`config.mk`:
```
export PLATFORM = sky130hd
export DESIGN_NAME = psa_way_select
export DESIGN_NICKNAME = d
export VERILOG_FILES = /design/src/psa_pkg.sv /design/src/psa_way_select.sv
export SDC_FILE = /design/constraint.sdc
export NUM_CORES = 1
export LEC_CHECK = 0
export BUFFER_PORTS_ARGS = -buffer_cell sky130_fd_sc_hd__buf_2
export CORE_AREA = 2 2 243 245
export DETAILED_ROUTE_END_ITERATION = 10
export DIE_AREA = 0 0 245 247
export PLACE_DENSITY = 0.4
export SYNTH_ARGS = -nofsm -noshare
export SYNTH_HDL_FRONTEND = slang
export SYNTH_SLANG_ARGS = --single-unit
```
`constraint.sdc`:
```
create_clock -name vclk -period 8.4
set_input_delay 2.1 -clock vclk [all_inputs]
set_output_delay 2.1 -clock vclk [all_outputs]
set_load 0.1 [all_outputs]
```
`src/psa_pkg.sv`:
```
// ----------------------------------------------------------------------------
// psa_pkg
// Shared types, constants and the bucket hash of the profile sample
// aggregator.
// ----------------------------------------------------------------------------
package psa_pkg;

  // Field widths of the sample, eviction record and configuration port
  localparam int PC_W       = 32;
  localparam int PID_W      = 15;
  localparam int CTR_W      = 1;
  localparam int CNT_OUT_W  = 15;
  localparam int SLOT_W     = 14;
  localparam int HB_W       = 13;
  localparam int BS_W       = 15;
  localparam int CFG_IDX_W  = 2;
  localparam int CFG_DATA_W = 15;

  // Default sizes
  localparam int WAYS_DEF        = 4;
  localparam int MAX_BUCKETS_DEF = 4096;
  localparam int MAX_BUFFER_DEF  = 16384;
  localparam int COUNT_BITS_DEF  = 15;

  // Register reset values
  localparam logic [HB_W-1:0] HB_RST = HB_W'(2048);
  localparam logic [BS_W-1:0] BS_RST = BS_W'(2048);

  // Hash constants
  localparam logic [31:0] HASH_PC_MASK  = 32'h000f_f000;
  localparam logic [31:0] HASH_PID_MASK = 32'h0000_00ff;
  localparam int          HASH_PC_SHR   = 3;
  localparam int          HASH_PC_SHL   = 9;
  localparam int          HASH_CTR_SHL  = 8;

  // Configuration register indexes
  typedef enum logic [CFG_IDX_W-1:0] {
    REG_HASH_BUCKETS = 2'd0,
    REG_BUFFER_SLOTS = 2'd1
  } cfg_reg_e;

  // Control states
  typedef enum logic {
    ST_IDLE   = 1'b0,
    ST_UPDATE = 1'b1
  } psa_state_e;

  // One evicted record as it leaves the table
  typedef struct packed {
    logic [PC_W-1:0]      pc;
    logic [PID_W-1:0]     pid;
    logic [CTR_W-1:0]     ctr;
    logic [CNT_OUT_W-1:0] count;
  } evict_rec_t;

  // Decision of one bucket update
  typedef struct packed {
    logic       evict;
    logic       adv_victim;
    evict_rec_t rec;
  } psa_dec_t;

  // Full 32-bit bucket hash
  function automatic logic [31:0] psa_hash(logic [PC_W-1:0] pc, logic [PID_W-1:0] pid,
                                           logic [CTR_W-1:0] ctr);
    logic [31:0] h;
    h = ((pc & HASH_PC_MASK) >> HASH_PC_SHR) ^ pc ^ (32'(pid) & HASH_PID_MASK)
        ^ (pc << HASH_PC_SHL) ^ (32'(ctr) << HASH_CTR_SHL);
    return h;
  endfunction

endpackage

```
`src/psa_way_select.sv`:
```
// ----------------------------------------------------------------------------
// psa_way_select
// Bucket update logic: compares the sample key against every line, picks
// the first matching or empty line, else the victim, and builds the new row
// and the eviction record.
// ----------------------------------------------------------------------------
module psa_way_select #(
  parameter int WAYS = 4,
  parameter int COUNT_BITS = 15,
  parameter int WAY_W = 2,
  parameter int ROW_W = 252
) (
  input  logic [ROW_W-1:0]          row_i,
  input  logic [psa_pkg::PC_W-1:0]  pc_i,
  input  logic [psa_pkg::PID_W-1:0] pid_i,
  input  logic [psa_pkg::CTR_W-1:0] ctr_i,
  input  logic [WAY_W-1:0]          victim_i,
  output logic [ROW_W-1:0]          row_o,
  output psa_pkg::psa_dec_t         dec_o
);
  import psa_pkg::*;

  localparam int LINE_W  = PC_W + PID_W + CTR_W + COUNT_BITS;
  localparam int CTR_LSB = COUNT_BITS;
  localparam int PID_LSB = COUNT_BITS + CTR_W;
  localparam int PC_LSB  = COUNT_BITS + CTR_W + PID_W;
  localparam logic [COUNT_BITS-1:0] CNT_FULL = '1;
  localparam logic [COUNT_BITS-1:0] CNT_ONE  = COUNT_BITS'(1);

  logic [LINE_W-1:0]     lines   [WAYS];
  logic [LINE_W-1:0]     lines_n [WAYS];
  logic [WAYS-1:0]       hit, empty;
  logic                  found;
  logic [WAY_W-1:0]      sel, way;
  logic [LINE_W-1:0]     cur, upd;
  logic [COUNT_BITS-1:0] cur_cnt;
  logic                  cur_hit;
  logic [31:0]           cnt32;
  logic [LINE_W-1:0]     fresh;

  // Split the row and match each line
  always_comb begin
    for (int i = 0; i < WAYS; i++) begin
      lines[i] = row_i[i*LINE_W +: LINE_W];
      empty[i] = (lines[i][COUNT_BITS-1:0] == '0);
      hit[i]   = !empty[i] && (lines[i][PC_LSB +: PC_W] == pc_i)
                 && (lines[i][PID_LSB +: PID_W] == pid_i)
                 && (lines[i][CTR_LSB +: CTR_W] == ctr_i);
    end
  end

  // First line that matches or is empty
  always_comb begin
    found = 1'b0;
    sel   = '0;
    for (int i = 0; i < WAYS; i++) begin
      if (!found && (hit[i] || empty[i])) begin
        found = 1'b1;
        sel   = WAY_W'(i);
      end
    end
  end

  assign way     = found ? sel : victim_i;
  assign cur     = lines[way];
  assign cur_cnt = cur[COUNT_BITS-1:0];
  assign cur_hit = found && hit[sel];
  assign fresh   = {pc_i, pid_i, ctr_i, CNT_ONE};
  assign cnt32   = 32'(cur_cnt);

  // Bump, restart or replace the chosen line
  always_comb begin
    upd         = fresh;
    dec_o.evict = 1'b1;
    if (cur_hit && (cur_cnt != CNT_FULL)) begin
      upd         = {cur[LINE_W-1:COUNT_BITS], cur_cnt + CNT_ONE};
      dec_o.evict = 1'b0;
    end else if (found && !cur_hit) begin
      dec_o.evict = 1'b0;
    end
    dec_o.adv_victim = !found;
    dec_o.rec.pc     = cur[PC_LSB +: PC_W];
    dec_o.rec.pid    = cur[PID_LSB +: PID_W];
    dec_o.rec.ctr    = cur[CTR_LSB +: CTR_W];
    dec_o.rec.count  = cnt32[CNT_OUT_W-1:0];
  end

  // Rebuild the row
  always_comb begin
    for (int i = 0; i < WAYS; i++) begin
      lines_n[i]                  = (WAY_W'(i) == way) ? upd : lines[i];
      row_o[i*LINE_W +: LINE_W]   = lines_n[i];
    end
  end

endmodule

```
## Word-level counts from Yosys, hierarchy flattened

Cells that the tools add are included.

- Register bits after elaboration: 0
- Output and inout bits: 317
- Logic and storage cells: 76

- Add/sub/neg operators: 1
- Magnitude comparators: 2
- Eq/ne operators: 16
- Multiplexer cells: 20
- Bitwise logic cells: 1
- Reductions and logical operators: 36

Operator list:

| operator | count |
|---|---|
| $mux 63 | 7 |
| $eq 32x32->1 | 4 |
| $bmux 63 s2 | 1 |
| $eq 15x15->1 | 4 |
| $logic_not 15->1 | 4 |
| $logic_and 1x1->1 | 18 |
| $add 15x1->15 const B | 1 |
| $ne 15x15->1 const B | 1 |
| $logic_not 1->1 | 9 |
| $mux 1 | 8 |
| $mux 2 | 3 |
| $eq 1x1->1 | 4 |
| $eq 2x2->1 const A | 2 |
| $logic_or 1x1->1 | 4 |
| $ge 3x3->1 const B | 1 |
| $lt 2x3->1 const B | 1 |
| $not 2->3 | 1 |
| $bmux 1 s2 | 1 |
| $eq 1x2->1 const A | 1 |
| $logic_not 2->1 | 1 |

## Longest topological paths before layout

Gate-level depths: netlist (run 1).

- Depth in word-level cells: 25
- Mapped depth: 17
- Gate-level depth less buffers: 14

## Worst setup path before layout (run 1)

No wires, ideal clock.

- Path type: input -> output
- Start: in pc_i[21] (netlist bit)
- End: out row_o[134]
- Data arrival time: 9.120 ns
- Data required time: 6.300 ns
- Setup slack: -2.820 ns
- Stages on the path: 14
- Path buffers: 1
- Path through: buf_4 > xor2_1 > or4_4 > nor4_4 > nand4_2 > and2_4 > a21oi_4 > a21oi_1 > a32oi_1 > ha_1 > o2111ai_2 > nor3_1 > xnor2_1 > o31ai_1

RTL lines:

| what | line | source |
|---|---|---|
| start: declaration | psa_way_select.sv:14 | `input logic [psa_pkg::PC_W-1:0] pc_i,` |
| end: declaration | psa_way_select.sv:18 | `output logic [ROW_W-1:0] row_o,` |

## Worst setup path after layout (run 1)

- Start: in pc_i[24] (netlist bit)
- End: out row_o[0]

- Cells in the longest elaborated chain, start to end: 24
- Elaborated cells between the ends (all ways): 47
- Classes of those cells: add/sub (1); eq/ne (5); mux (15); bitwise (1); reduce/logical (25)

RTL lines:

| what | line | source |
|---|---|---|
| parallel branches: the longest is 23 deep, another holds $eq 32x32->1 | -- |  |
| $mux 63 * | psa_way_select.sv:91 | `lines_n[i] = (WAY_W'(i) == way) ? upd : lines[i];` |

Mark *: on every way between the ends. The select of a mux whose other input is x is not followed.

==> impl_metrics.tcl, run 1 <==
set metrics [dict create \
    worst_slack_ps 85.2 \
    finalMaxSlewViolations 0 \
    gp_congestion 0.964 \
    swShare_pct 66.3 \
    ys_seq_area_share_pct 0 \
    hpwl_um 75100 \
    viasPerCell 4.66 \
    leakagePower_uw 0.0104 \
    drt-pass1-iter-count 8 \
    final-seq-area_um2 0 \
    synth.mux.area_fraction_pct 2.33 \
    synth_top_family_by_area "simple AND/OR/NAND/NOR gates" \
    ioPinCount 619 \
    drc 0 \
    startpoint_type "input port" \
    drtAntennaViolNets 0 \
    antenna_found_initial 12 \
    grt.total_usage_pct 28.1 \
    syn_area_per_cell_um2 5.25 \
    placed_area_mm2 0.0205 \
    worstPathCellList "buf_2 -> buf_4 -> xnor2_2 -> buf_4 -> nand4_1 -> nor4_2 -> nand4_1 -> buf_4 -> buf_4 -> nand2_4 -> a21oi_4 -> buf_4 -> mux2i_1 -> a211o_1 -> or3_4 -> or4_4 -> nor2b_4 -> a31oi_4 -> buf_12" \
    p_int_uw 829 \
    crit_path_max_fanout 7 \
    power.switching_uw 1630 \
    finalHoldViolations 0 \
    area_growth_syn_to_layout_pct 148 \
    synth_top_area_cell "nand2_1" \
    worstMarginPinSlew_ps 922 \
    core-area_mm2 0.0582 \
    power_density_mw_per_mm2 114 \
    synthDistinctLibCells 63 \
    critical-path-slowest-cell "or4_4" \
    grt.overflow.total 0 \
    port_buffers 619 \
    slowest_delay_ps 560 \
    hold_ws_ps 4630 \
    ys_top_cells_by_area "nand2_1, xnor2_1, xor2_1, nand4_1, a31oi_1" \
    netlist_area_mm2 0.00870 \
    finalSetupViolCount 0 \
    period_minus_slack_ps 8310 \
    start_util_pct 14.9 \
    yosys_warnings 0 \
    grt_pass1_wl_um 123000 \
    end_kind "primary output" \
    synth_most_common_cell "nand2_1" \
    grt_pass1_vias 16200 \
    critPathArrivalTime_ps 6210 \
    power_uw 2460 \
    drt_iter0_drc 808 \
    design.seq.count 0 \
    clkPwrFrac_pct 0 \
    synth-compound-area-share_pct 13.7 \
    syn_nets 1959 \
    synth_fa_ha_area_share_pct 0.144 \
    dieHeight_um 247 \
    die_w_um 245 \
    relSlewSlack_pct 38.3 \
    synth-xor-area-share_pct 20.4 \
    grt_max_degree 56 \
    peakVddDrop_mv 0.0543 \
    nets 2838 \
    place_ws_ps -772 \
    combPwrFrac_pct 100.0 \
    clock.fmax_mhz 120 \
    n_clock_buffer 0 \
    synthTopCellsByCount "nand2_1, xnor2_1, clkbuf_1" \
    fin_area_mm2 0.0216 \
    grt_setup_unrepaired "yes" \
    path_class "in2out" \
    die_area_mm2 0.0605 \
    finalWirelength_um 88200 \
    post-route-period-util_pct 99.0 \
    synth-simple-area-share_pct 55.1 \
    synth_top_area_share_pct 36.5 \
    ctsHoldBuffers 0 \
    fillCellCount 6097 \
    setup_tns_ps 0 \
    syn_inst 1656 \
    route.vias.total 15400 \
    wl_per_cell_um 26.6 \
    status "complete, no violations" \
    layout-drive-gt1-share_pct 50.1 \
    maxCapViolations 0 \
    hold_path.class "in2out" \
    rows 89 \
    crit_buf_inv 7 \
    crit_required_ps 6300 \
    seq_power_share_pct 0 \
    crit_family "simple AND/OR/NAND/NOR gates" \
    path_common_cell "buf_4" \
]
[logic make-up after synthesis]
logic type               after synthesis
AND/OR/NAND/NOR                     1105
XOR/XNOR                             203
buffers and inverters                165
AO/OA/AOI/OAI                        163
multiplexers                          19
adder cells (fa/ha/maj)                1
[through the flow]
| step | util, % | instances |
|---|---|---|
| detailed placement | 35.2 | 3286 |
| global route | 37.1 | 3308 |
| floorplan | - | 1656 |
| CTS | 36.4 | 3300 |
| finish | 37.1 | 3309 |
| global placement | 35.2 | 3286 |
[power groups by stage]
stage	sequential, µW	combinational, µW	clock, µW
after floorplan	0	1350	0
after global placement	0	2410	0
after detailed placement	0	2410	0
after CTS	0	2460	0
after global routing	0	2540	0.0000318
final	0	2460	0.0000480
[worst paths after layout]
check	from	to	slack [ps]	cells after the start
worst max-delay path	pc_i[24]	row_o[0]	90	19
worst min-delay path	row_i[184]	row_o[184]	4630	4
[repair_timing]
action	in CTS	in global routing
setup endpoints to repair	184	56
resized for setup	91	64
setup buffers	15	7
pin swaps	33	20
[routing by layer]
metal / wire length [µm] / track usage, % / vias up / part of all wire [%]
li1: - / - / 7287 / -
met1: 36000 / 33.8 / 7396 / 41
met2: 45000 / 52.6 / 638 / 51
met3: 5260 / 4.58 / 86 / 6.0
met4: 1820 / 4.88 / 12 / 2.1
met5: 79 / 0 / - / 0.090
[layout by cell type (no fill, tap or decap), drive strengths merged, types with 26 or more instances in the layout]
cell type | Yosys | final
o31ai | 27 | 27
and3 | 53 | 53
nor4 | 39 | 39
nor2 | 26 | 26
buf | 68 | 1021
xnor2 | 150 | 150
nand2 | 847 | 847
xor2 | 53 | 53
a31oi | 54 | 54
nand3 | 27 | 27
nand4 | 62 | 62
[area by class of cell]
class	count	area (µm²)	area share, %
repair buffers	1026	10600	49.0
multi-input cells	1491	9970	46.2
well taps	773	967	4.48
inverters	16	60.1	0.278
diodes	3	7.51	0.0348
(Power assumes the default switching activity.)
==> inputs of run 2 (changes only) <==
CELL_PAD_IN_SITES_DETAIL_PLACEMENT = 1   (was default)
CELL_PAD_IN_SITES_GLOBAL_PLACEMENT = 2   (was default)
CORE_AREA = 2 2 237 239   (was 2 2 243 245)
DIE_AREA = 0 0 239 241   (was 0 0 245 247)
PLACE_DENSITY = 0.76   (was 0.4)
==> run 2 against run 1 <==
Net effect: non-clock buffer count decreased by 27; worst setup slack got worse by 57 ps; fmax decreased by 0.68%; die area decreased by 4.8%; total power increased by 0.48%; critical endpoint is now row_o[63]; largest cell class unchanged.
==> impl_metrics.tcl, run 2 (synthesis gave the netlist of run 1 again) <==
set metrics [dict create \
    status "complete, no violations" \
    critPathArrivalTime_ps 6270 \
    hpwl_um 77800 \
    relSlewSlack_pct 42.7 \
    drc 0 \
    startpoint_type "input port" \
    grt_setup_unrepaired "yes" \
    power_density_mw_per_mm2 116 \
    drt_iter0_drc 724 \
    n_clock_buffer 0 \
    wl_per_cell_um 28.3 \
    path_class "in2out" \
    post-route-period-util_pct 99.7 \
    viasPerCell 4.91 \
    place_ws_ps -1020 \
    route.vias.total 15800 \
    crit_family "simple AND/OR/NAND/NOR gates" \
    rows 86 \
    worstMarginPinSlew_ps 856 \
    port_buffers 619 \
    finalMaxSlewViolations 0 \
    worstPathCellList "buf_2 -> nor4_1 -> and4_1 -> nor3_2 -> nand4_1 -> buf_6 -> nand4_2 -> nor2_4 -> buf_6 -> a21oi_4 -> a32oi_4 -> ha_4 -> o2111ai_4 -> or3_4 -> or4_4 -> nor2b_4 -> a31oi_4 -> buf_12" \
    nets 2811 \
    leakagePower_uw 0.0103 \
    period_minus_slack_ps 8370 \
    clock.fmax_mhz 119 \
    grt_pass1_vias 17000 \
    post-place-cells 3191 \
    drt-pass1-iter-count 5 \
    ioPinCount 619 \
    maxCapViolations 0 \
    design.seq.count 0 \
    antenna_found_initial 13 \
    final-seq-area_um2 0 \
    worst_slack_ps 28.6 \
    grt.overflow.total 0 \
    grt_max_degree 49 \
    crit_required_ps 6300 \
    worst-path-stages 18 \
    drtAntennaViolNets 0 \
    crit_buf_inv 4 \
    holdPathEnd "row_o[215]" \
    hold_path.class "in2out" \
    grt.total_usage_pct 30.1 \
    crit_path_max_fanout 7 \
    slowest_delay_ps 560 \
    whs_path_depth 4 \
    die_w_um 239 \
    layout-drive-gt1-share_pct 48.5 \
    critical-path-slowest-cell "nor4_1" \
    finalWirelength_um 90800 \
    dieHeight_um 241 \
    finalHoldViolations 0 \
    mostFrequentLayoutCells "nand2_1, buf_4, buf_2, buf_12, xnor2_1" \
    area_growth_syn_to_layout_pct 146 \
    end_kind "primary output" \
    holdCritStartpoint "pid_i[10]" \
    die_area_mm2 0.0576 \
    hold_ws_ps 4630 \
    gp_congestion 0.934 \
    final_common_cell "nand2_1" \
    ctsHoldBuffers 0 \
    finalSetupViolCount 0 \
    peakVddDrop_mv 0.0748 \
    layout.cells.non_filler 3212 \
    grt_pass1_wl_um 125000 \
    start_util_pct 15.9 \
    path_common_cell "buf_6" \
    core-area_mm2 0.0549 \
]
-- run 2: per-layer routing --
| layer | GRT usage [%] | vias to the layer above | wire length [µm] |
|---|---|---|---|
| li1 | - | 7220 | - |
| met1 | 36.2 | 7779 | 37300 |
| met2 | 57.0 | 647 | 46900 |
| met3 | 3.80 | 120 | 4400 |
| met4 | 5.98 | 14 | 2210 |
| met5 | 0 | - | 73 |
-- run 2: power by group --
part           internal [µW]  switching [µW]
logic                    836            1640
clock network      0.0000318               0
registers                  0               0
total                    836            1640
-- run 2: timing repair --
action                                  4_1_cts  5_1_grt
setup buffers                                16        5
endpoints found under the setup margin      230       60
gates resized for setup                      80       53
cloned                                        0        0
pin swaps                                    27       17
-- run 2: final cells by class --
cell class / instances / area (µm²)
diodes: 2 / 5.00
fillers: 6678 / 33500
inverters: 16 / 60.1
multi-input cells: 1491 / 9720
well taps: 704 / 881
repair buffers: 999 / 10700
-- run 2: worst max-delay path by stage --
stage | end | slack [ps] | start
after detailed placement | row_o[11] | -1020 | pc_i[18]
final | row_o[63] | 30 | row_i[3]
after CTS | row_o[63] | -100 | pid_i[14]
after floorplan | dec_o[64] | -650 | pc_i[14]
after global routing | row_o[63] | -70 | row_i[196]
after global placement | row_o[8] | -1030 | pc_i[18]
-- run 2: tightest hold or removal path, cell delays in order --
cell	delay (ps)
buf_6	120
nand2_1	60
nand2_1	80
buf_12	170
-- run 2: metrics by stage --
step | util [%] | setup TNS (ps) | power [µW] | instance area, µm²
after floorplan | - | -23700 | 1350 | 9820
after detailed placement | 37.3 | -72440 | 2440 | 20500
final | 38.9 | 0 | 2470 | 21400
after global routing | 38.9 | -541 | 2550 | 21400
after CTS | 38.4 | -544 | 2470 | 21100
after global placement | 37.3 | -79800 | 2420 | 20500
==> inputs of run 3 (changes only) <==
CELL_PAD_IN_SITES_DETAIL_PLACEMENT = 0   (was 1)
CELL_PAD_IN_SITES_GLOBAL_PLACEMENT = 1   (was 2)
CORE_AREA = 5 5 238 240   (was 2 2 237 239)
DIE_AREA = 0 0 243 245   (was 0 0 239 241)
PLACE_DENSITY = 0.59   (was 0.76)
==> run 3 against run 2 <==
Net effect: combinational power is essentially flat; utilization grew 1.4 points; global-route usage shrank 1.7 points; routed wire length shrank 0.81%; fmax grew 0.51%; final cell count grew 2.6%; via count grew 0.85%; sequential share of layout area is the same; cell area grew 2.7%; first-iteration DRC count grew 29%; largest power group unchanged.
==> impl_metrics.tcl, run 3 (synthesis gave the netlist of run 1 again) <==
set metrics [dict create \
    critPathArrivalTime_ps 6230 \
    clock.fmax_mhz 120 \
    ioPinCount 619 \
    maxCapViolations 0 \
    nets 2888 \
    slowest_delay_ps 550 \
    worstMarginPinSlew_ps 851 \
    rows 86 \
    placed_area_mm2 0.0209 \
    grt_max_degree 68 \
    peakVddDrop_mv 0.0597 \
    leakagePower_uw 0.0107 \
    layout-drive-gt1-share_pct 50.8 \
    finalMaxSlewViolations 0 \
    grt.overflow.total 0 \
    finalWirelength_um 90100 \
    design.seq.count 0 \
    hold_path.class "in2out" \
    grt_setup_unrepaired "yes" \
    area_growth_syn_to_layout_pct 152 \
    drc 0 \
    finalSetupViolCount 0 \
    final_common_cell "nand2_1" \
    period_minus_slack_ps 8330 \
    port_buffers 619 \
    gp_congestion 0.943 \
    start_util_pct 16.0 \
    drt_iter0_drc 931 \
    relSlewSlack_pct 43.1 \
    post-route-util_pct 40.3 \
    core-area_mm2 0.0544 \
    crit_start "pid_i[13]" \
    fillCellCount 5648 \
    fin_area_mm2 0.0219 \
    holdPathEnd "row_o[117]" \
    viasPerCell 4.83 \
    die_area_mm2 0.0595 \
    grt.total_usage_pct 28.4 \
    wl_per_cell_um 27.3 \
    post-route-period-util_pct 99.2 \
    final-seq-area_um2 0 \
    mostFrequentLayoutCells "nand2_1, buf_4, buf_2, buf_12, xnor2_1" \
    die_w_um 243 \
    drtAntennaViolNets 0 \
    hpwl_um 76500 \
    critical-path-slowest-cell "or4_4" \
    end_kind "primary output" \
    route.vias.total 15900 \
    drt-pass1-iter-count 5 \
    finalHoldViolations 0 \
    startpoint_type "input port" \
    whs_path_depth 4 \
    power_uw 2490 \
    path_class "in2out" \
    crit_required_ps 6300 \
    power_density_mw_per_mm2 114 \
    grt_pass1_vias 16200 \
    grt_pass1_wl_um 125000 \
    dieHeight_um 245 \
    worstPathCellList "buf_2 -> buf_12 -> xnor2_2 -> buf_4 -> and4_1 -> nand4bb_1 -> nor4_2 -> buf_4 -> buf_4 -> nor4b_4 -> nor2_4 -> buf_4 -> buf_4 -> a32oi_4 -> ha_4 -> o2111ai_4 -> or3_4 -> or4_4 -> nor2b_4 -> a31oi_4 -> buf_12" \
    n_clock_buffer 0 \
    path_common_cell "buf_4" \
    antenna_found_initial 16 \
    crit_path_max_fanout 7 \
    status "complete, no violations" \
    holdCritStartpoint "row_i[117]" \
]
-- run 3: cell count changes in the layout (fill, tap and decap cells not counted), moves of 5 or more --
cell and delta:
xor2_1 +5, xnor2_1 -21, buf_6 -13, buf_2 +22, xnor2_2 +20, buf_4 +76
diode_2 +7
-- run 3: area by class of cell --
type	count	area, µm²	area share (%)
repair buffers	1076	11100	50.7
multi-input cells	1491	9850	44.9
well taps	704	881	4.01
inverters	16	60.1	0.274
diodes	9	22.5	0.103
-- run 3: worst max path at each step --
| stage | endpoint | slack [ps] | cells past startpoint |
|---|---|---|---|
| after global placement | row_o[11] | -470 | 18 |
| after CTS | row_o[126] | 2 | 21 |
| after floorplan | dec_o[64] | -650 | 15 |
| after detailed placement | row_o[11] | -460 | 18 |
| after global routing | row_o[126] | -20 | 22 |
| final | row_o[126] | 70 | 21 |
-- run 3: where the power goes --
group | leakage [µW] | switching, µW | internal, µW
sequential | 0 | 0 | 0
combinational | 0.0107 | 1640 | 850
clock | 0.0000000570 | 0 | 0.000157
total | 0.0107 | 1640 | 850
-- run 3: routing by layer --
metal	wire, µm	vias up	GRT usage [%]
li1	-	7390	-
met1	36400	7762	34.2
met2	46400	670	53.7
met3	5400	82	5.16
met4	1790	10	4.17
met5	60	-	0
-- run 3: stage by stage --
stage	setup TNS [ps]	worst slack [ps]	hold WS, ps	instances
after floorplan	-23700	-654	4480	1656
after global placement	-22900	-474	4620	3250
after detailed placement	-20810	-461	4620	3250
after CTS	0	2.15	4620	3281
after global routing	-46.9	-23.0	4640	3292
final	0	71.4	4620	3296
-- run 3: worst max-delay path: cells and delay by family --
kind | cells | cell delay (ps)
buf+inv | 8 | 1240
compound gates | 3 | 570
xor+xnor | 1 | 150
fa+ha+maj | 1 | 190
simple gates | 8 | 1980
-- run 3: repair_timing --
item | 4_1_cts | 5_1_grt
endpoints found under the setup margin | 61 | 55
pin swaps | 21 | 21
resized for setup | 83 | 41
hold buffers | 0 | 0
cloned | 1 | 0
hold endpoints to repair | 0 | 0
setup buffers | 32 | 7
