==> src/psa_pkg.sv <==
// ----------------------------------------------------------------------------
// psa_pkg
// Shared types, constants and the bucket hash of the profile sample
// aggregator.
// ----------------------------------------------------------------------------
package psa_pkg;

  // Field widths of the sample, eviction record and configuration port
  localparam int PC_W       = 32;
  localparam int PID_W      = 15;
  localparam int CTR_W      = 1;
  localparam int CNT_OUT_W  = 15;
  localparam int SLOT_W     = 14;
  localparam int HB_W       = 13;
  localparam int BS_W       = 15;
  localparam int CFG_IDX_W  = 2;
  localparam int CFG_DATA_W = 15;

  // Default sizes
  localparam int WAYS_DEF        = 4;
  localparam int MAX_BUCKETS_DEF = 4096;
  localparam int MAX_BUFFER_DEF  = 16384;
  localparam int COUNT_BITS_DEF  = 15;

  // Register reset values
  localparam logic [HB_W-1:0] HB_RST = HB_W'(2048);
  localparam logic [BS_W-1:0] BS_RST = BS_W'(2048);

  // Hash constants
  localparam logic [31:0] HASH_PC_MASK  = 32'h000f_f000;
  localparam logic [31:0] HASH_PID_MASK = 32'h0000_00ff;
  localparam int          HASH_PC_SHR   = 3;
  localparam int          HASH_PC_SHL   = 9;
  localparam int          HASH_CTR_SHL  = 8;

  // Configuration register indexes
  typedef enum logic [CFG_IDX_W-1:0] {
    REG_HASH_BUCKETS = 2'd0,
    REG_BUFFER_SLOTS = 2'd1
  } cfg_reg_e;

  // Control states
  typedef enum logic {
    ST_IDLE   = 1'b0,
    ST_UPDATE = 1'b1
  } psa_state_e;

  // One evicted record as it leaves the table
  typedef struct packed {
    logic [PC_W-1:0]      pc;
    logic [PID_W-1:0]     pid;
    logic [CTR_W-1:0]     ctr;
    logic [CNT_OUT_W-1:0] count;
  } evict_rec_t;

  // Decision of one bucket update
  typedef struct packed {
    logic       evict;
    logic       adv_victim;
    evict_rec_t rec;
  } psa_dec_t;

  // Full 32-bit bucket hash
  function automatic logic [31:0] psa_hash(logic [PC_W-1:0] pc, logic [PID_W-1:0] pid,
                                           logic [CTR_W-1:0] ctr);
    logic [31:0] h;
    h = ((pc & HASH_PC_MASK) >> HASH_PC_SHR) ^ pc ^ (32'(pid) & HASH_PID_MASK)
        ^ (pc << HASH_PC_SHL) ^ (32'(ctr) << HASH_CTR_SHL);
    return h;
  endfunction

endpackage

==> src/psa_ifs.sv <==


interface psa_evict_if;
  import psa_pkg::*;
  logic                 valid;
  logic                 ready;
  logic [PC_W-1:0]      evicted_pc;
  logic [PID_W-1:0]     evicted_pid;
  logic [CTR_W-1:0]     evicted_counter;
  logic [CNT_OUT_W-1:0] evicted_count;
  logic [SLOT_W-1:0]    buffer_slot;
  logic                 buffer_wrapped;

  modport source (output valid, evicted_pc, evicted_pid, evicted_counter, evicted_count,
                  buffer_slot, buffer_wrapped, input ready);
  modport sink   (input valid, evicted_pc, evicted_pid, evicted_counter, evicted_count,
                  buffer_slot, buffer_wrapped, output ready);
endinterface


==> src/psa_evict_buf.sv <==
// ----------------------------------------------------------------------------
// psa_evict_buf
// Eviction buffer position and output register: assigns each evicted item
// its slot and wrap flag and holds it until the sink takes it.
// ----------------------------------------------------------------------------
module psa_evict_buf #(
  parameter int MAX_BUFFER = 16384,
  parameter int POS_W = 14
) (
  input  logic                     clk_i,
  input  logic                     rst_ni,
  input  logic [psa_pkg::BS_W-1:0] buffer_slots_i,
  input  logic                     push_i,
  input  psa_pkg::evict_rec_t      rec_i,
  output logic                     free_o,
  psa_evict_if.source              evict_o
);
  import psa_pkg::*;

  logic             valid_q, valid_d;
  evict_rec_t       rec_q;
  logic [POS_W-1:0] pos_q, pos_d;
  logic [SLOT_W-1:0] slot_q;
  logic             wrap_q, wrap_d;
  logic [31:0]      len32, nxt32, pos32;

  assign free_o = !valid_q || evict_o.ready;

  // Clamp the length and advance the position
  assign len32 = (32'(buffer_slots_i) > 32'(MAX_BUFFER)) ? 32'(MAX_BUFFER)
                                                         : 32'(buffer_slots_i);
  assign pos32 = 32'(pos_q);
  assign nxt32 = pos32 + 32'd1;

  always_comb begin
    pos_d   = pos_q;
    wrap_d  = 1'b0;
    valid_d = valid_q && !evict_o.ready;
    if (push_i) begin
      valid_d = 1'b1;
      if (nxt32 >= len32) begin
        pos_d  = '0;
        wrap_d = 1'b1;
      end else begin
        pos_d = nxt32[POS_W-1:0];
      end
    end
  end

  always_ff @(posedge clk_i or negedge rst_ni) begin
    if (!rst_ni) begin
      valid_q <= 1'b0;
      pos_q   <= '0;
    end else begin
      valid_q <= valid_d;
      pos_q   <= pos_d;
    end
  end

  // Load the output item
  always_ff @(posedge clk_i) begin
    if (push_i) begin
      rec_q  <= rec_i;
      slot_q <= pos32[SLOT_W-1:0];
      wrap_q <= wrap_d;
    end
  end

  assign evict_o.valid           = valid_q;
  assign evict_o.evicted_pc      = rec_q.pc;
  assign evict_o.evicted_pid     = rec_q.pid;
  assign evict_o.evicted_counter = rec_q.ctr;
  assign evict_o.evicted_count   = rec_q.count;
  assign evict_o.buffer_slot     = slot_q;
  assign evict_o.buffer_wrapped  = wrap_q;

endmodule

==> src/flat_wrapper.sv <==
// flat-port wrapper written by rule: the top's interface ports become plain ports
module psa_evict_buf_flat import psa_pkg::*;
#(
  parameter int MAX_BUFFER = 16384,
  parameter int POS_W = 14
)
  (clk_i, rst_ni, buffer_slots_i, push_i, rec_i, free_o, evict_o_valid, evict_o_evicted_pc, evict_o_evicted_pid, evict_o_evicted_counter, evict_o_evicted_count, evict_o_buffer_slot, evict_o_buffer_wrapped, evict_o_ready);
  psa_evict_if evict_o_i ();
  input  logic clk_i;
  input  logic rst_ni;
  input  logic [psa_pkg::BS_W-1:0] buffer_slots_i;
  input  logic push_i;
  input  psa_pkg::evict_rec_t rec_i;
  output logic free_o;
  output wire logic [$bits(evict_o_i.valid)-1:0] evict_o_valid;
  output wire logic [$bits(evict_o_i.evicted_pc)-1:0] evict_o_evicted_pc;
  output wire logic [$bits(evict_o_i.evicted_pid)-1:0] evict_o_evicted_pid;
  output wire logic [$bits(evict_o_i.evicted_counter)-1:0] evict_o_evicted_counter;
  output wire logic [$bits(evict_o_i.evicted_count)-1:0] evict_o_evicted_count;
  output wire logic [$bits(evict_o_i.buffer_slot)-1:0] evict_o_buffer_slot;
  output wire logic [$bits(evict_o_i.buffer_wrapped)-1:0] evict_o_buffer_wrapped;
  input wire logic [$bits(evict_o_i.ready)-1:0] evict_o_ready;
  assign evict_o_valid = evict_o_i.valid;
  assign evict_o_evicted_pc = evict_o_i.evicted_pc;
  assign evict_o_evicted_pid = evict_o_i.evicted_pid;
  assign evict_o_evicted_counter = evict_o_i.evicted_counter;
  assign evict_o_evicted_count = evict_o_i.evicted_count;
  assign evict_o_buffer_slot = evict_o_i.buffer_slot;
  assign evict_o_buffer_wrapped = evict_o_i.buffer_wrapped;
  assign evict_o_i.ready = evict_o_ready;
  psa_evict_buf #(.MAX_BUFFER(MAX_BUFFER), .POS_W(POS_W)) u_core (.clk_i(clk_i), .rst_ni(rst_ni), .buffer_slots_i(buffer_slots_i), .push_i(push_i), .rec_i(rec_i), .free_o(free_o), .evict_o(evict_o_i));
endmodule
==> config.mk <==
export PLATFORM = sky130hd
export DESIGN_NAME = psa_evict_buf_flat
export DESIGN_NICKNAME = d
export VERILOG_FILES = /design/src/psa_pkg.sv /design/src/psa_ifs.sv /design/src/psa_evict_buf.sv /design/src/flat_wrapper.sv
export SDC_FILE = /design/constraint.sdc
export NUM_CORES = 1
export LEC_CHECK = 0
export ABC_CLOCK_PERIOD_IN_PS = 2600
export BUFFER_PORTS_ARGS = -buffer_cell sky130_fd_sc_hd__buf_2
export CAP_MARGIN = 5
export CELL_PAD_IN_SITES_DETAIL_PLACEMENT = 1
export CELL_PAD_IN_SITES_GLOBAL_PLACEMENT = 2
export CORE_AREA = 2 2 118 120
export CTS_CLUSTER_SIZE = 25
export DETAILED_ROUTE_END_ITERATION = 8
export DIE_AREA = 0 0 120 122
export PLACE_DENSITY = 0.77
export SYNTH_ARGS = -nofsm -noshare
export SYNTH_HDL_FRONTEND = slang
export SYNTH_SLANG_ARGS = --single-unit
==> constraint.sdc <==
create_clock -name clk_i -period 2.6 [get_ports clk_i]
set_clock_uncertainty 0.1 [all_clocks]
set_input_delay 0.13 -clock clk_i [delete_from_list [all_inputs] [get_ports clk_i]]
set_output_delay 0.13 -clock clk_i [all_outputs]
set_load 0.01 [all_outputs]
# [Yosys cells after proc, flatten, opt, wreduce, memory -nomap -nowiden]
# Cells that the tools add are included.
[totals] mem_bits_rw=0 memories=0 out_inout_bits=80 latchBits=0 regBits=93 wordCells=19 rom_bits=0 in_bits=82
[op_classes] n_reduce_logical=4 muxes=4 eq_ne=0 n_shift=0 magnitude_cmp=2 div=0 add_sub_neg=1 multipliers=0 bitwise=0
[op_table] cell="32-bit greater-or-equal comparator" count=1
[op_table] cell="14-bit by 1-bit adder with 15-bit output, second input constant" count=1
[op_table] cell="15-bit > comparator, second input constant" count=1
[op_table] cell="15-bit 2-to-1 mux" count=1
[op_table] cell="14-bit 2-to-1 mux" count=1
[op_table] cell="1-bit logical NOT" count=2
[op_table] cell="1-bit 2-to-1 mux" count=2
[op_table] cell="1-bit logical AND" count=1
[op_table] cell="1-bit logical OR" count=1

# [Logic depth before layout (Yosys ltp)]
# Gate-level depths: netlist of run 1.
[depth] word_depth=4 ltp_mapped=12

# [Worst setup path before layout of run 1]
# No wires, ideal clock.
[synth_path] path_type="register to register" from="register u_core.pos_q[0]" to="register u_core.pos_q[0]" t_arrival_ns=2.638 t_required_ns=2.375 slack_ns=-0.263 n_path_buf=0 synth_period_minus_slack_ns=2.863 path_stages_with_launch=11 cell_sequence="dfrtp_1 -> ha_1 -> nand4_2 -> nor3_2 -> nand3_2 -> xnor2_2 -> ha_1 -> nand3_1 -> o41ai_4 -> nor2_1 -> mux2_2"
[synth_via] elab_chain_cells=3
[synth_lines] item="start, declared" line_no="psa_evict_buf.sv:22" source="logic [POS_W-1:0] pos_q, pos_d;"
[synth_lines] item="start signal, assigned" line_no="psa_evict_buf.sv:56" source="pos_q <= pos_d;"
[synth_lines] item="14-bit by 1-bit adder with 15-bit output (*)" line_no="psa_evict_buf.sv:33" source="assign nxt32 = pos32 + 32'd1;"
[synth_lines] item="32-bit greater-or-equal comparator" line_no="psa_evict_buf.sv:41" source="if (nxt32 >= len32) begin"
[synth_lines] item="14-bit 2-to-1 mux (*)" line_no="psa_evict_buf.sv:41"
# Mark *: on every way between the ends. The rest lies on a longest branch, timed or not.
# A chain may end at the register's enable or synchronous reset.

# [Final worst setup path of run 1]
[layout_path] from="register u_core.pos_q[3]" to="register u_core.wrap_q (netlist: u_core.evict_o.buffer_wrapped), data pin"
[layout_via] elab_chain_cells=3
[layout_lines] item="14-bit by 1-bit adder with 15-bit output" line_no="psa_evict_buf.sv:33"
[layout_lines] item="32-bit greater-or-equal comparator" line_no="psa_evict_buf.sv:41"
[layout_lines] item="1-bit 2-to-1 mux" line_no="psa_evict_buf.sv:41"
[layout_lines] item="end signal, assigned" line_no="psa_evict_buf.sv:65" source="wrap_q <= wrap_d;"
[layout_lines] item="end, declared" line_no="psa_evict_buf.sv:24" source="logic wrap_q, wrap_d;"
# Every way passes these cells.

==> results.txt, run 1 <==
----------------------------------------------------
[Finish]
  Area grow syn2layout ... 67.5%
  Layout cell share with drive strength beyond 1 ... 50.1%
  Diode insertion count for antenna repair ... 0
  Layout Cell Area excl Fill ... between 0.006 and 0.007 mm^2
  Final Util ... a little under half
  Total of fill cells in the finished design ... 1432
  NumNets Final ... 600
  Non-filler instance count after layout ... 687

[Run status]
  Violations in the final reports ... setup timing
  Status ... finished with violations

[Global route]
  Residual overflow from global routing ... 0
  Wire length of the first global-routing pass ... between 15000 and 20000 um
  Number of global-route vias before repair ... 3356
  Maximum number of pins on one net before global-route repair ... between 60 and 70
  Antenna violations before repair ... 0
  GRT Total Usage ... 17.7%

[Synth]
  Most common cell in the synthesized netlist ... edfxtp_1
  Register area share after synthesis ... 74.4%
  Area share of the leading cell type in the synthesized netlist ... between 60 and 70%
  Number of synthesized flops with an enable pin ... roughly 80
  Number of distinct library cell variants in the gate-level netlist after synthesis ... 38
  Primary FF master, synth ... edfxtp_1
  Area leader, netlist ... edfxtp_1
  YS warnings ... 0
  Area contributors post-synth ... edfxtp_1, dfrtp_1, ha_1
  Synth Net Count ... 321
  Average cell area after synthesis ... 16.4 um^2
  FFs w/ async S/R, synth ... 16.1%
  Cells after Synth ... ~220
  Most common library cells after synthesis ... edfxtp_1, nand2_1, ha_1
  Post-synthesis instance area ... 0.00365 mm^2
  Synthesized flop and latch total ... 93

[Drt]
  First-pass iteration count of the detailed router ... 4
  Number of vias per cell ... 4.40
  Average wire per cell in the routed design ... between 15 and 20 um
  DRC viols ... 0
  Post-route antenna net violation count ... 0
  Vias post-DR ... 3022
  Total Wirelength ... 12900 um
  Drt initial violations ... 187

[Clock tree]
  Total clock sinks ... 93
  Number of buffers added by the clock tree synthesis step ... 9
  TritonCTS clock tree ... built
  Clock Path Buffers ... 2
  CTS Root Cell ... clkbuf_16
  Clock input transition at the sequential cells of the worst setup and hold paths ... 0.06 ns
  H-tree levels ... 3
  Skew-Pair Late Insertion Delay ... 0.33 ns

[Floorplan]
  Number of cell rows ... 43
  Number of top-level design ports ... roughly 160
  Horizontal die dimension ... 120 um
  Area of the placeable core ... 0.0135 mm^2
  Chip Height ... 122 um
  Die Footprint ... 0.0146 mm^2
  Starting Density ... a little over a quarter

[Worst setup path]
  Largest delay contributor family on the critical path ... compound AO/OA/AOI/OAI gates
  Crit path buf inv count ... 3
  Critical Setup Path Class ... register to register
  Crit path top cell by count ... buf_6
  Largest driver fanout on the critical path ... 9
  Flop-to-flop setup slack ... -0.15 ns
  Crit start category ... register
  Cell with the largest stage delay on the worst path ... dfrtp_1
  Cell-by-cell trace of the critical path ... and2_4, nand4_4, buf_6, nor3_4, xnor2_2, ha_1, a21o_1, a211oi_2, o41ai_4, buf_4, buf_6
  Worst setup EP type ... register
  Max stage delay on crit path ... around 0.36 ns
  Data arrival time of the critical path ... 2.72 ns
  Req. time, crit path ... 2.58 ns

[Min path]
  Type of the worst min-delay path ... primary input to register

[STA]
  Final number of hold-violating endpoints ... 0
  Worst-case setup margin in the final layout ... -0.146 ns
  Total count of max-transition violations in the final report ... 0
  Measured slew at the worst slew-check pin ... 0.638 ns
  Unrepaired setup endpoints after global routing ... true
  Part of the cycle the worst path needs ... 106%
  Worst slew margin relative to its limit ... between 50% and 60%
  Setup Total Neg Slack ... -1.57 ns
  Hold_ws ... between 0.001 and 0.0015 ns
  Fin crit period ... 2.75 ns
  Number of endpoints failing setup at the final stage ... 15
  Fmax ... approximately 360 MHz

[Power and ir drop]
  Sequential share of power ... 45.7%
  Switching fraction of total power ... 26.9%
  Sw power ... 1090 uW
  Power density relative to cell area ... 664 mW/mm^2
  Fraction of power consumed by combinational cells ... 22.0%
  Power share of the clock group ... 32.3%
  Int Power ... 2970 uW
  Static leakage ... 0.00275 uW
  VDD IR-drop max ... 0.302 mV

[Placed design]
  Post-placement cell area ... 0.00493 mm^2
  Post-placement cell count ... 589
  Placed wire-length estimate after detailed placement ... 8330 um
  Global placer's final weighted congestion ... 0.777
  Total of buffers placed on input and output ports ... 161

[Flow run]
  Count of max-cap constraint violations ... 0

----------------------------------------------------
cells in the final DEF (no fill, tap or decap), types with 3 or more instances in the layout:
master         Yosys  layout
nor2_1             8       6
xnor2_1            6       5
dfrtp_1           15      12
buf_4              0      45
ha_1              16      15
o21ai_0            3       3
nand3_2            1       3
buf_2              2     160
dlygate4sd3_1      0      64
dfrtp_2            0       3
nor3_4             0       3
clkbuf_16          0       9
edfxtp_1          78      78
o2bb2ai_1          9       4
inv_1              6       6
nand2_1           30      30
o2bb2ai_2          0       4
nor4_1             4       3
a22o_1             3       3
xor2_1             5       4
routing by layer:
metal / GRT usage [%] / share of wire (%) / up-vias / wire, um
li1: - / - / 1398 / -
met1: 19.0 / 38 / 1473 / 4890
met2: 33.1 / 52 / 132 / 6760
met3: 5.06 / 7.5 / 19 / 967
met4: 5.96 / 2.1 / 0 / 270
met5: 0 / 0 / - / 0
logic make-up (layout without fill, tap and decap cells):
logic type                 count (synthesis)  after routing  share of synthesized area [%]
AOI/OAI and AO/OA                         29             29                           6.54
adders and majority gates                 16             16                           5.48
buffers and inverters                     10            294                           1.10
muxes                                      1              1                          0.308
DFF                                       93             93                           74.4
xor gates and xnor gates                  12             12                           3.08
and+or+nand+nor                           62             62                           9.11
sequential cells by signal (all words and copies together), names as in the netlist:
name                            count
u_core.evict_o.evicted_count       15
u_core.evict_o.valid                1
u_core.evict_o.evicted_counter      1
u_core.evict_o.evicted_pid         15
u_core.evict_o.buffer_slot         14
u_core.evict_o.evicted_pc          32
u_core.pos_q                       14
u_core.evict_o.buffer_wrapped       1
cell type report:
class / instances / area (um^2) / share of cell area [%]
flip-flops and latches: 93 / 2720 / 44.5
repair buffers: 272 / 1820 / 29.8
multi-input cells: 120 / 1030 / 16.9
clock buffers: 9 / 225 / 3.68
well taps: 180 / 225 / 3.68
clock inverters: 7 / 72.6 / 1.19
inverters: 6 / 22.5 / 0.368
timing repair:
action | CTS | global route
gates cloned | 0 | 0
endpoints found under the hold margin | 78 | 0
pin swaps | 9 | 10
endpoints found under the setup margin | 15 | 15
hold buffers | 64 | 0
gates resized for setup | 15 | 8
buffers inserted | 16 | 4
final timing paths:
kind | cells past startpoint | endpoint | start
min in group asynchronous | 2 | u_core.pos_q[0] | rst_ni
max | 11 | u_core.evict_o.buffer_wrapped | u_core.pos_q[3]
min | 3 | u_core.evict_o.valid | evict_o_ready
min reg2reg | 0 | u_core.evict_o.buffer_slot[13] | u_core.pos_q[13]
max in group asynchronous | 2 | u_core.pos_q[5] | rst_ni
max reg2reg | 11 | u_core.evict_o.buffer_wrapped | u_core.pos_q[3]
power groups by stage:
stage / Sequential, uW / Clock (uW) / Combinational (uW)
finish: 1860 / 1310 / 893
CTS: 1850 / 1330 / 884
global route: 1870 / 1400 / 967
floorplan: 1960 / 0 / 247
global placement: 1880 / 0 / 695
detailed placement: 1890 / 0 / 728
per-stage QoR:
step / worst slack, ns / total power (uW)
after floorplan: 0.0155 / 2210
after global placement: -0.225 / 2570
after detailed placement: -0.320 / 2620
after CTS: -0.176 / 4060
after global routing: -0.243 / 4240
final: -0.146 / 4060
worst min-delay path, delay by kind of cell:
kind | cells | cell delay [ns]
buf+inv | 1 | 0.08
simple gates | 2 | 0.18
No activity file was read; power rests on OpenSTA's default activity.
==> inputs of run 2 (changes only) <==
BUFFER_PORTS_ARGS = -buffer_cell sky130_fd_sc_hd__clkbuf_2   (was -buffer_cell sky130_fd_sc_hd__buf_2)
==> run 2 against run 1 <==
  * The run still ends with setup timing left
  * Power up 3.7%
  * Non-clock buffer count down 4
  * Via count down 0.96%
  * Fmax about the same
  * Critical path depth up 1
  * Worst hold slack better by 0.0079 ns
  * Die area unchanged
  * Register-to-register slack about the same
  * Sequential power about the same
  * Sequential share of layout area down 0.40 points
  * Critical endpoint is now u_core.pos_q[0]
==> results.txt, run 2 (synthesis gave the netlist of run 1 again) <==
----------------------------------------------------
[Finish]
  Area grow syn2layout ... 69.0%
  Layout cell share with drive strength beyond 1 ... 50.5%
  NumNets Final ... 596
  Leading cell type in the layout, fill and taps excluded ... clkbuf_2
  Commonest cells after routing, fill and taps aside ... clkbuf_2, edfxtp_1, dlygate4sd3_1, buf_4, nand2_1
  Final Util ... 45.7%
  Total of fill cells in the finished design ... 1413
  Layout Cell Area excl Fill ... just over 0.006 mm^2
  Max FFs per register ... 32

[STA]
  Fmax ... 364 MHz
  Total count of max-transition violations in the final report ... 0
  Unrepaired setup endpoints after global routing ... true
  Worst-case setup margin in the final layout ... -0.145 ns
  Measured slew at the worst slew-check pin ... between 0.6 and 0.7 ns
  Fin crit period ... 2.74 ns
  Setup Total Neg Slack ... -1.29 ns
  Worst slew margin relative to its limit ... 58.8%
  Final number of hold-violating endpoints ... 0
  Part of the cycle the worst path needs ... 106%
  Number of endpoints failing setup at the final stage ... 15

[Global route]
  Wire length of the first global-routing pass ... about 19000 um
  GRT Total Usage ... 17.2%
  Residual overflow from global routing ... 0
  Number of global-route vias before repair ... about 3300
  Maximum number of pins on one net before global-route repair ... 62
  Antenna violations before repair ... 1

[Clock tree]
  Total clock sinks ... 93
  Number of buffers added by the clock tree synthesis step ... 9
  Skew-Pair Late Insertion Delay ... approximately 0.34 ns
  H-tree levels ... 3
  Clock input transition at the sequential cells of the worst setup and hold paths ... ~0.070 ns
  TritonCTS clock tree ... built
  CTS Root Cell ... clkbuf_16
  Clock Path Buffers ... 2

[Worst setup path]
  Cell with the largest stage delay on the worst path ... dfrtp_2
  Critical Setup Path Class ... register to register
  Cell-by-cell trace of the critical path ... buf_6, nand4_4, buf_6, nor3_4, xnor2_2, ha_1, nand3_2, buf_6, o41ai_4, buf_6, nor2_4, mux2_4
  Crit start category ... register
  Req. time, crit path ... 2.72 ns
  Max stage delay on crit path ... around 0.42 ns
  Crit path buf inv count ... 4
  Crit path top cell by count ... buf_6
  Worst setup EP type ... register
  Largest driver fanout on the critical path ... 7
  Largest delay contributor family on the critical path ... buffers and inverters
  Data arrival time of the critical path ... about 2.9 ns

[Drt]
  Post-route antenna net violation count ... 0
  Number of vias per cell ... around 4.4
  Drt initial violations ... about 140
  Average wire per cell in the routed design ... 18.9 um
  Vias post-DR ... 2993
  First-pass iteration count of the detailed router ... 4
  DRC viols ... 0
  Total Wirelength ... 12900 um

[Placed design]
  Post-placement cell area ... 0.00492 mm^2
  Total of buffers placed on input and output ports ... 161
  Global placer's final weighted congestion ... 0.773
  Placed wire-length estimate after detailed placement ... 8100 um

[Flow run]
  Count of max-cap constraint violations ... 0

[Run status]
  Status ... finished with violations
  Violations in the final reports ... setup timing

[Floorplan]
  Area of the placeable core ... about 0.014 mm^2
  Chip Height ... 122 um
  Starting Density ... 27.1%
  Die Footprint ... 0.0146 mm^2
  Horizontal die dimension ... roughly 120 um
  Number of top-level design ports ... 162
  Number of cell rows ... 43

[Power and ir drop]
  Overall Power ... 4210 uW
  VDD IR-drop max ... 0.272 mV
  Static leakage ... around 0.0028 uW
  Power density relative to cell area ... 682 mW/mm^2

[Min path]
  Type of the worst min-delay path ... primary input to register

----------------------------------------------------
==> run 2: worst paths after layout <==
kind	from	endpoint	slack, ns	cells after the start
hold / removal	evict_o_ready	u_core.evict_o.valid	0.009	3
max in group asynchronous	rst_ni	u_core.pos_q[0]	1.92	2
setup / recovery	u_core.pos_q[0]	u_core.pos_q[0]	-0.14	12
hold reg to reg	u_core.pos_q[13]	u_core.evict_o.buffer_slot[13]	0.37	0
setup reg to reg	u_core.pos_q[0]	u_core.pos_q[0]	-0.14	12
min in group asynchronous	rst_ni	u_core.pos_q[3]	0.16	2
==> run 2: layer usage <==
metal  vias to the layer above  share of wire, %  track usage (%)
met5                         -                 0                0
met4                         0               2.0             6.03
met3                        17               7.8             5.20
met2                       130                53             31.4
met1                      1460                38             18.8
li1                       1386                 -                -
==> run 2: through the flow <==
| stage | setup WS, ns | instances | hold slack [ns] |
|---|---|---|---|
| finish | -0.145 | 684 | 0.00888 |
| global route | -0.258 | 684 | 0.0273 |
| CTS | -0.141 | 676 | 0.0111 |
| detailed placement | -0.304 | 588 | -0.0146 |
| global placement | -0.218 | 588 | -0.0229 |
| floorplan | 0.0155 | 223 | -0.266 |
==> run 2: timing repair <==
item | CTS | global route
gates cloned | 0 | 1
endpoints found under the setup margin | 15 | 15
pin swaps | 15 | 10
gates resized for setup | 17 | 15
hold buffers | 64 | 0
buffers inserted | 9 | 6
endpoints found under the hold margin | 78 | 0
==> run 2: tightest hold or removal path: stages <==
cell and delay (ns):
clkbuf_2 0.08, nand2b_1 0.13, nand2_1 0.06
==> run 2: report_power, final <==
group | switching, uW | internal [uW] | leakage, uW
combinational | 457 | 474 | 0.00167
sequential | 84.1 | 1780 | 0.000969
clock | 563 | 851 | 0.000154
total | 1100 | 3110 | 0.00279
==> run 2: layout make-up <==
class | instances | area, um^2 | area share (%)
Clock inverter | 6 | 93.8 | 1.52
Tap cell | 180 | 225 | 3.65
Antenna cell | 1 | 2.50 | 0.0405
Sequential cell | 93 | 2720 | 44.1
Inverter | 6 | 22.5 | 0.365
Timing Repair Buffer | 268 | 1810 | 29.4
Multi-Input combinational cell | 120 | 1070 | 17.3
Clock buffer | 10 | 229 | 3.71
==> inputs of run 3 (changes only) <==
ABC_CLOCK_PERIOD_IN_PS = 2800   (was 2600)
CORE_AREA = 2 2 112 114   (was 2 2 118 120)
DIE_AREA = 0 0 114 116   (was 0 0 120 122)
PLACE_DENSITY = 0.81   (was 0.77)
clock period = 2.8 ns   (was 2.6 ns; I/O delays follow)
==> run 3 against run 2 <==
  * Clock power down 6%
  * Global-route usage is 2.1 points higher
  * Sequential cell count stayed put
  * First-iteration DRC count grew 51%
  * Sequential power is 7% lower
  * Combinational power fell by 15%
  * Count of clock-buffer cells in the layout decreased by 1
  * Worst hold slack gained 0.15 ns
  * Register-to-register slack gained 0.12 ns
  * The flow still finishes with violations (setup timing)
  * Critical path depth stayed put
  * Power decreased by 8.3%
  * Largest power group unchanged
  * Wire length rose by 4.6%
==> results.txt, run 3 (synthesis gave the netlist of run 1 again) <==
----------------------------------------------------
[STA]
  Number of endpoints failing setup at the final stage ... 1
  Final number of hold-violating endpoints ... 0
  Hold_ws ... roughly 0.16 ns
  Unrepaired setup endpoints after global routing ... true
  Measured slew at the worst slew-check pin ... 0.503 ns
  Setup Total Neg Slack ... -0.0262 ns
  Total count of max-transition violations in the final report ... 0
  Worst slew margin relative to its limit ... 66.5%
  Fmax ... ~350 MHz
  Worst-case setup margin in the final layout ... -0.0262 ns
  Part of the cycle the worst path needs ... 101%
  Fin crit period ... between 2 and 3 ns

[Worst setup path]
  Cell-by-cell trace of the critical path ... and2_4, nand4_4, nor2_4, xor2_2, ha_1, o21ai_1, o211ai_1, a21oi_2, o41ai_4, buf_6, nor2_4, mux2_4
  Req. time, crit path ... 2.93 ns
  Largest driver fanout on the critical path ... 7
  Max stage delay on crit path ... 0.39 ns
  Data arrival time of the critical path ... ~3 ns
  Critical Setup Path Class ... register to register
  Crit start category ... register
  Crit path top cell by count ... nor2_4
  Worst setup EP type ... register
  Cell with the largest stage delay on the worst path ... dfrtp_1

[Clock tree]
  Number of buffers added by the clock tree synthesis step ... 9
  Total clock sinks ... 93
  Clock input transition at the sequential cells of the worst setup and hold paths ... 0.06 ns
  CTS Root Cell ... clkbuf_16
  H-tree levels ... 3
  Clock Path Buffers ... 2
  Skew-Pair Late Insertion Delay ... around 0.34 ns
  TritonCTS clock tree ... built

[Finish]
  Area grow syn2layout ... 64.0%
  Max FFs per register ... 32
  Leading cell type in the layout, fill and taps excluded ... clkbuf_2
  Layout cell share with drive strength beyond 1 ... 48.1%
  NumNets Final ... 584
  Commonest cells after routing, fill and taps aside ... clkbuf_2, edfxtp_1, dlygate4sd3_1, nand2_1, buf_4
  Total of fill cells in the finished design ... about 1200

[Global route]
  Wire length of the first global-routing pass ... 18600 um
  Antenna violations before repair ... 3
  GRT Total Usage ... 19.2%
  Number of global-route vias before repair ... 3186
  Maximum number of pins on one net before global-route repair ... 93
  Residual overflow from global routing ... 0

[Drt]
  DRC viols ... 0
  Post-route antenna net violation count ... 0
  Number of vias per cell ... about 4.7
  First-pass iteration count of the detailed router ... 4
  Average wire per cell in the routed design ... 21.1 um
  Drt initial violations ... 205
  Vias post-DR ... 2999
  Total Wirelength ... approximately 14000 um

[Floorplan]
  Number of cell rows ... 40
  Starting Density ... 30.7%
  Number of top-level design ports ... approximately 160
  Horizontal die dimension ... 114 um
  Chip Height ... 116 um
  Die Footprint ... 0.0132 mm^2
  Area of the placeable core ... around 0.012 mm^2

[Power and ir drop]
  Static leakage ... 0.00274 uW
  Power density relative to cell area ... 645 mW/mm^2
  VDD IR-drop max ... 0.329 mV

[Flow run]
  Count of max-cap constraint violations ... 0

[Placed design]
  Total of buffers placed on input and output ports ... 161
  Global placer's final weighted congestion ... 0.819
  Placed wire-length estimate after detailed placement ... around 7500 um

[Run status]
  Status ... finished with violations
  Violations in the final reports ... setup timing

[Min path]
  Type of the worst min-delay path ... primary input to asynchronous set/reset pin

----------------------------------------------------
run 3: layer usage:
layer	wire length [um]	vias up	track usage (%)
li1	-	1368	-
met1	5140	1462	21.6
met2	7030	138	34.3
met3	1000	31	5.81
met4	337	0	7.72
met5	0	-	0
run 3: per-stage QoR:
step / total power, uW / utilization, % / worst slack (ns) / instances / instance area [um^2]
floorplan: 2040 / - / 0.000617 / 223 / 3660
global placement: 2330 / 40.0 / 0.0553 / 542 / 4760
detailed placement: 2360 / 40.0 / -0.0255 / 542 / 4760
CTS: 3740 / 48.7 / 0.00571 / 631 / 5800
global route: 4010 / 50.3 / -0.135 / 641 / 5990
finish: 3860 / 50.3 / -0.0262 / 641 / 5990
run 3: path summary, 6_finish.rpt:
| check | from | to | slack, ns | depth (start not counted) |
|---|---|---|---|---|
| hold reg to reg | u_core.pos_q[13] | u_core.evict_o.buffer_slot[13] | 0.37 | 0 |
| setup reg to reg | u_core.pos_q[3] | u_core.pos_q[0] | -0.03 | 12 |
| max in group asynchronous | rst_ni | u_core.pos_q[4] | 2.12 | 2 |
| setup / recovery | u_core.pos_q[3] | u_core.pos_q[0] | -0.03 | 12 |
| min in group clk_i | push_i | u_core.evict_o.valid | 0.18 | 3 |
| hold / removal | rst_ni | u_core.evict_o.valid | 0.16 | 2 |
run 3: cell type report:
| class | count | area, um^2 | share of cell area, % |
|---|---|---|---|
| multi-input cells | 120 | 1030 | 17.2 |
| repair buffers | 256 | 1710 | 28.5 |
| flip-flops and latches | 93 | 2720 | 45.4 |
| clock buffers | 9 | 225 | 3.76 |
| well taps | 147 | 184 | 3.07 |
| clock inverters | 7 | 96.3 | 1.61 |
| inverters | 6 | 22.5 | 0.376 |
| diodes | 3 | 7.51 | 0.125 |
run 3: power by group:
part           internal, uW  total, uW  switching (uW)
logic                   380        794             414
registers              1660       1730            78.6
clock network           788       1330             547
total                  2820       3860            1040
run 3: critical path, delay by kind of cell, from the launching register on:
kind	cells	cell delay, ns
buffers and inverters	1	0.18
xor gates and xnor gates	1	0.11
DFF	1	0.39
adders and majority gates	1	0.31
and+or+nand+nor	4	0.65
AOI/OAI and AO/OA	4	0.70
muxes	1	0.28
run 3: repair_timing:
| action | in CTS | in global routing |
|---|---|---|
| resized for setup | 3 | 27 |
| gates cloned | 0 | 1 |
| endpoints found under the setup margin | 7 | 15 |
| endpoints found under the hold margin | 79 | 0 |
| pin swaps | 3 | 10 |
| hold buffers | 65 | 0 |
| setup buffers | 8 | 6 |
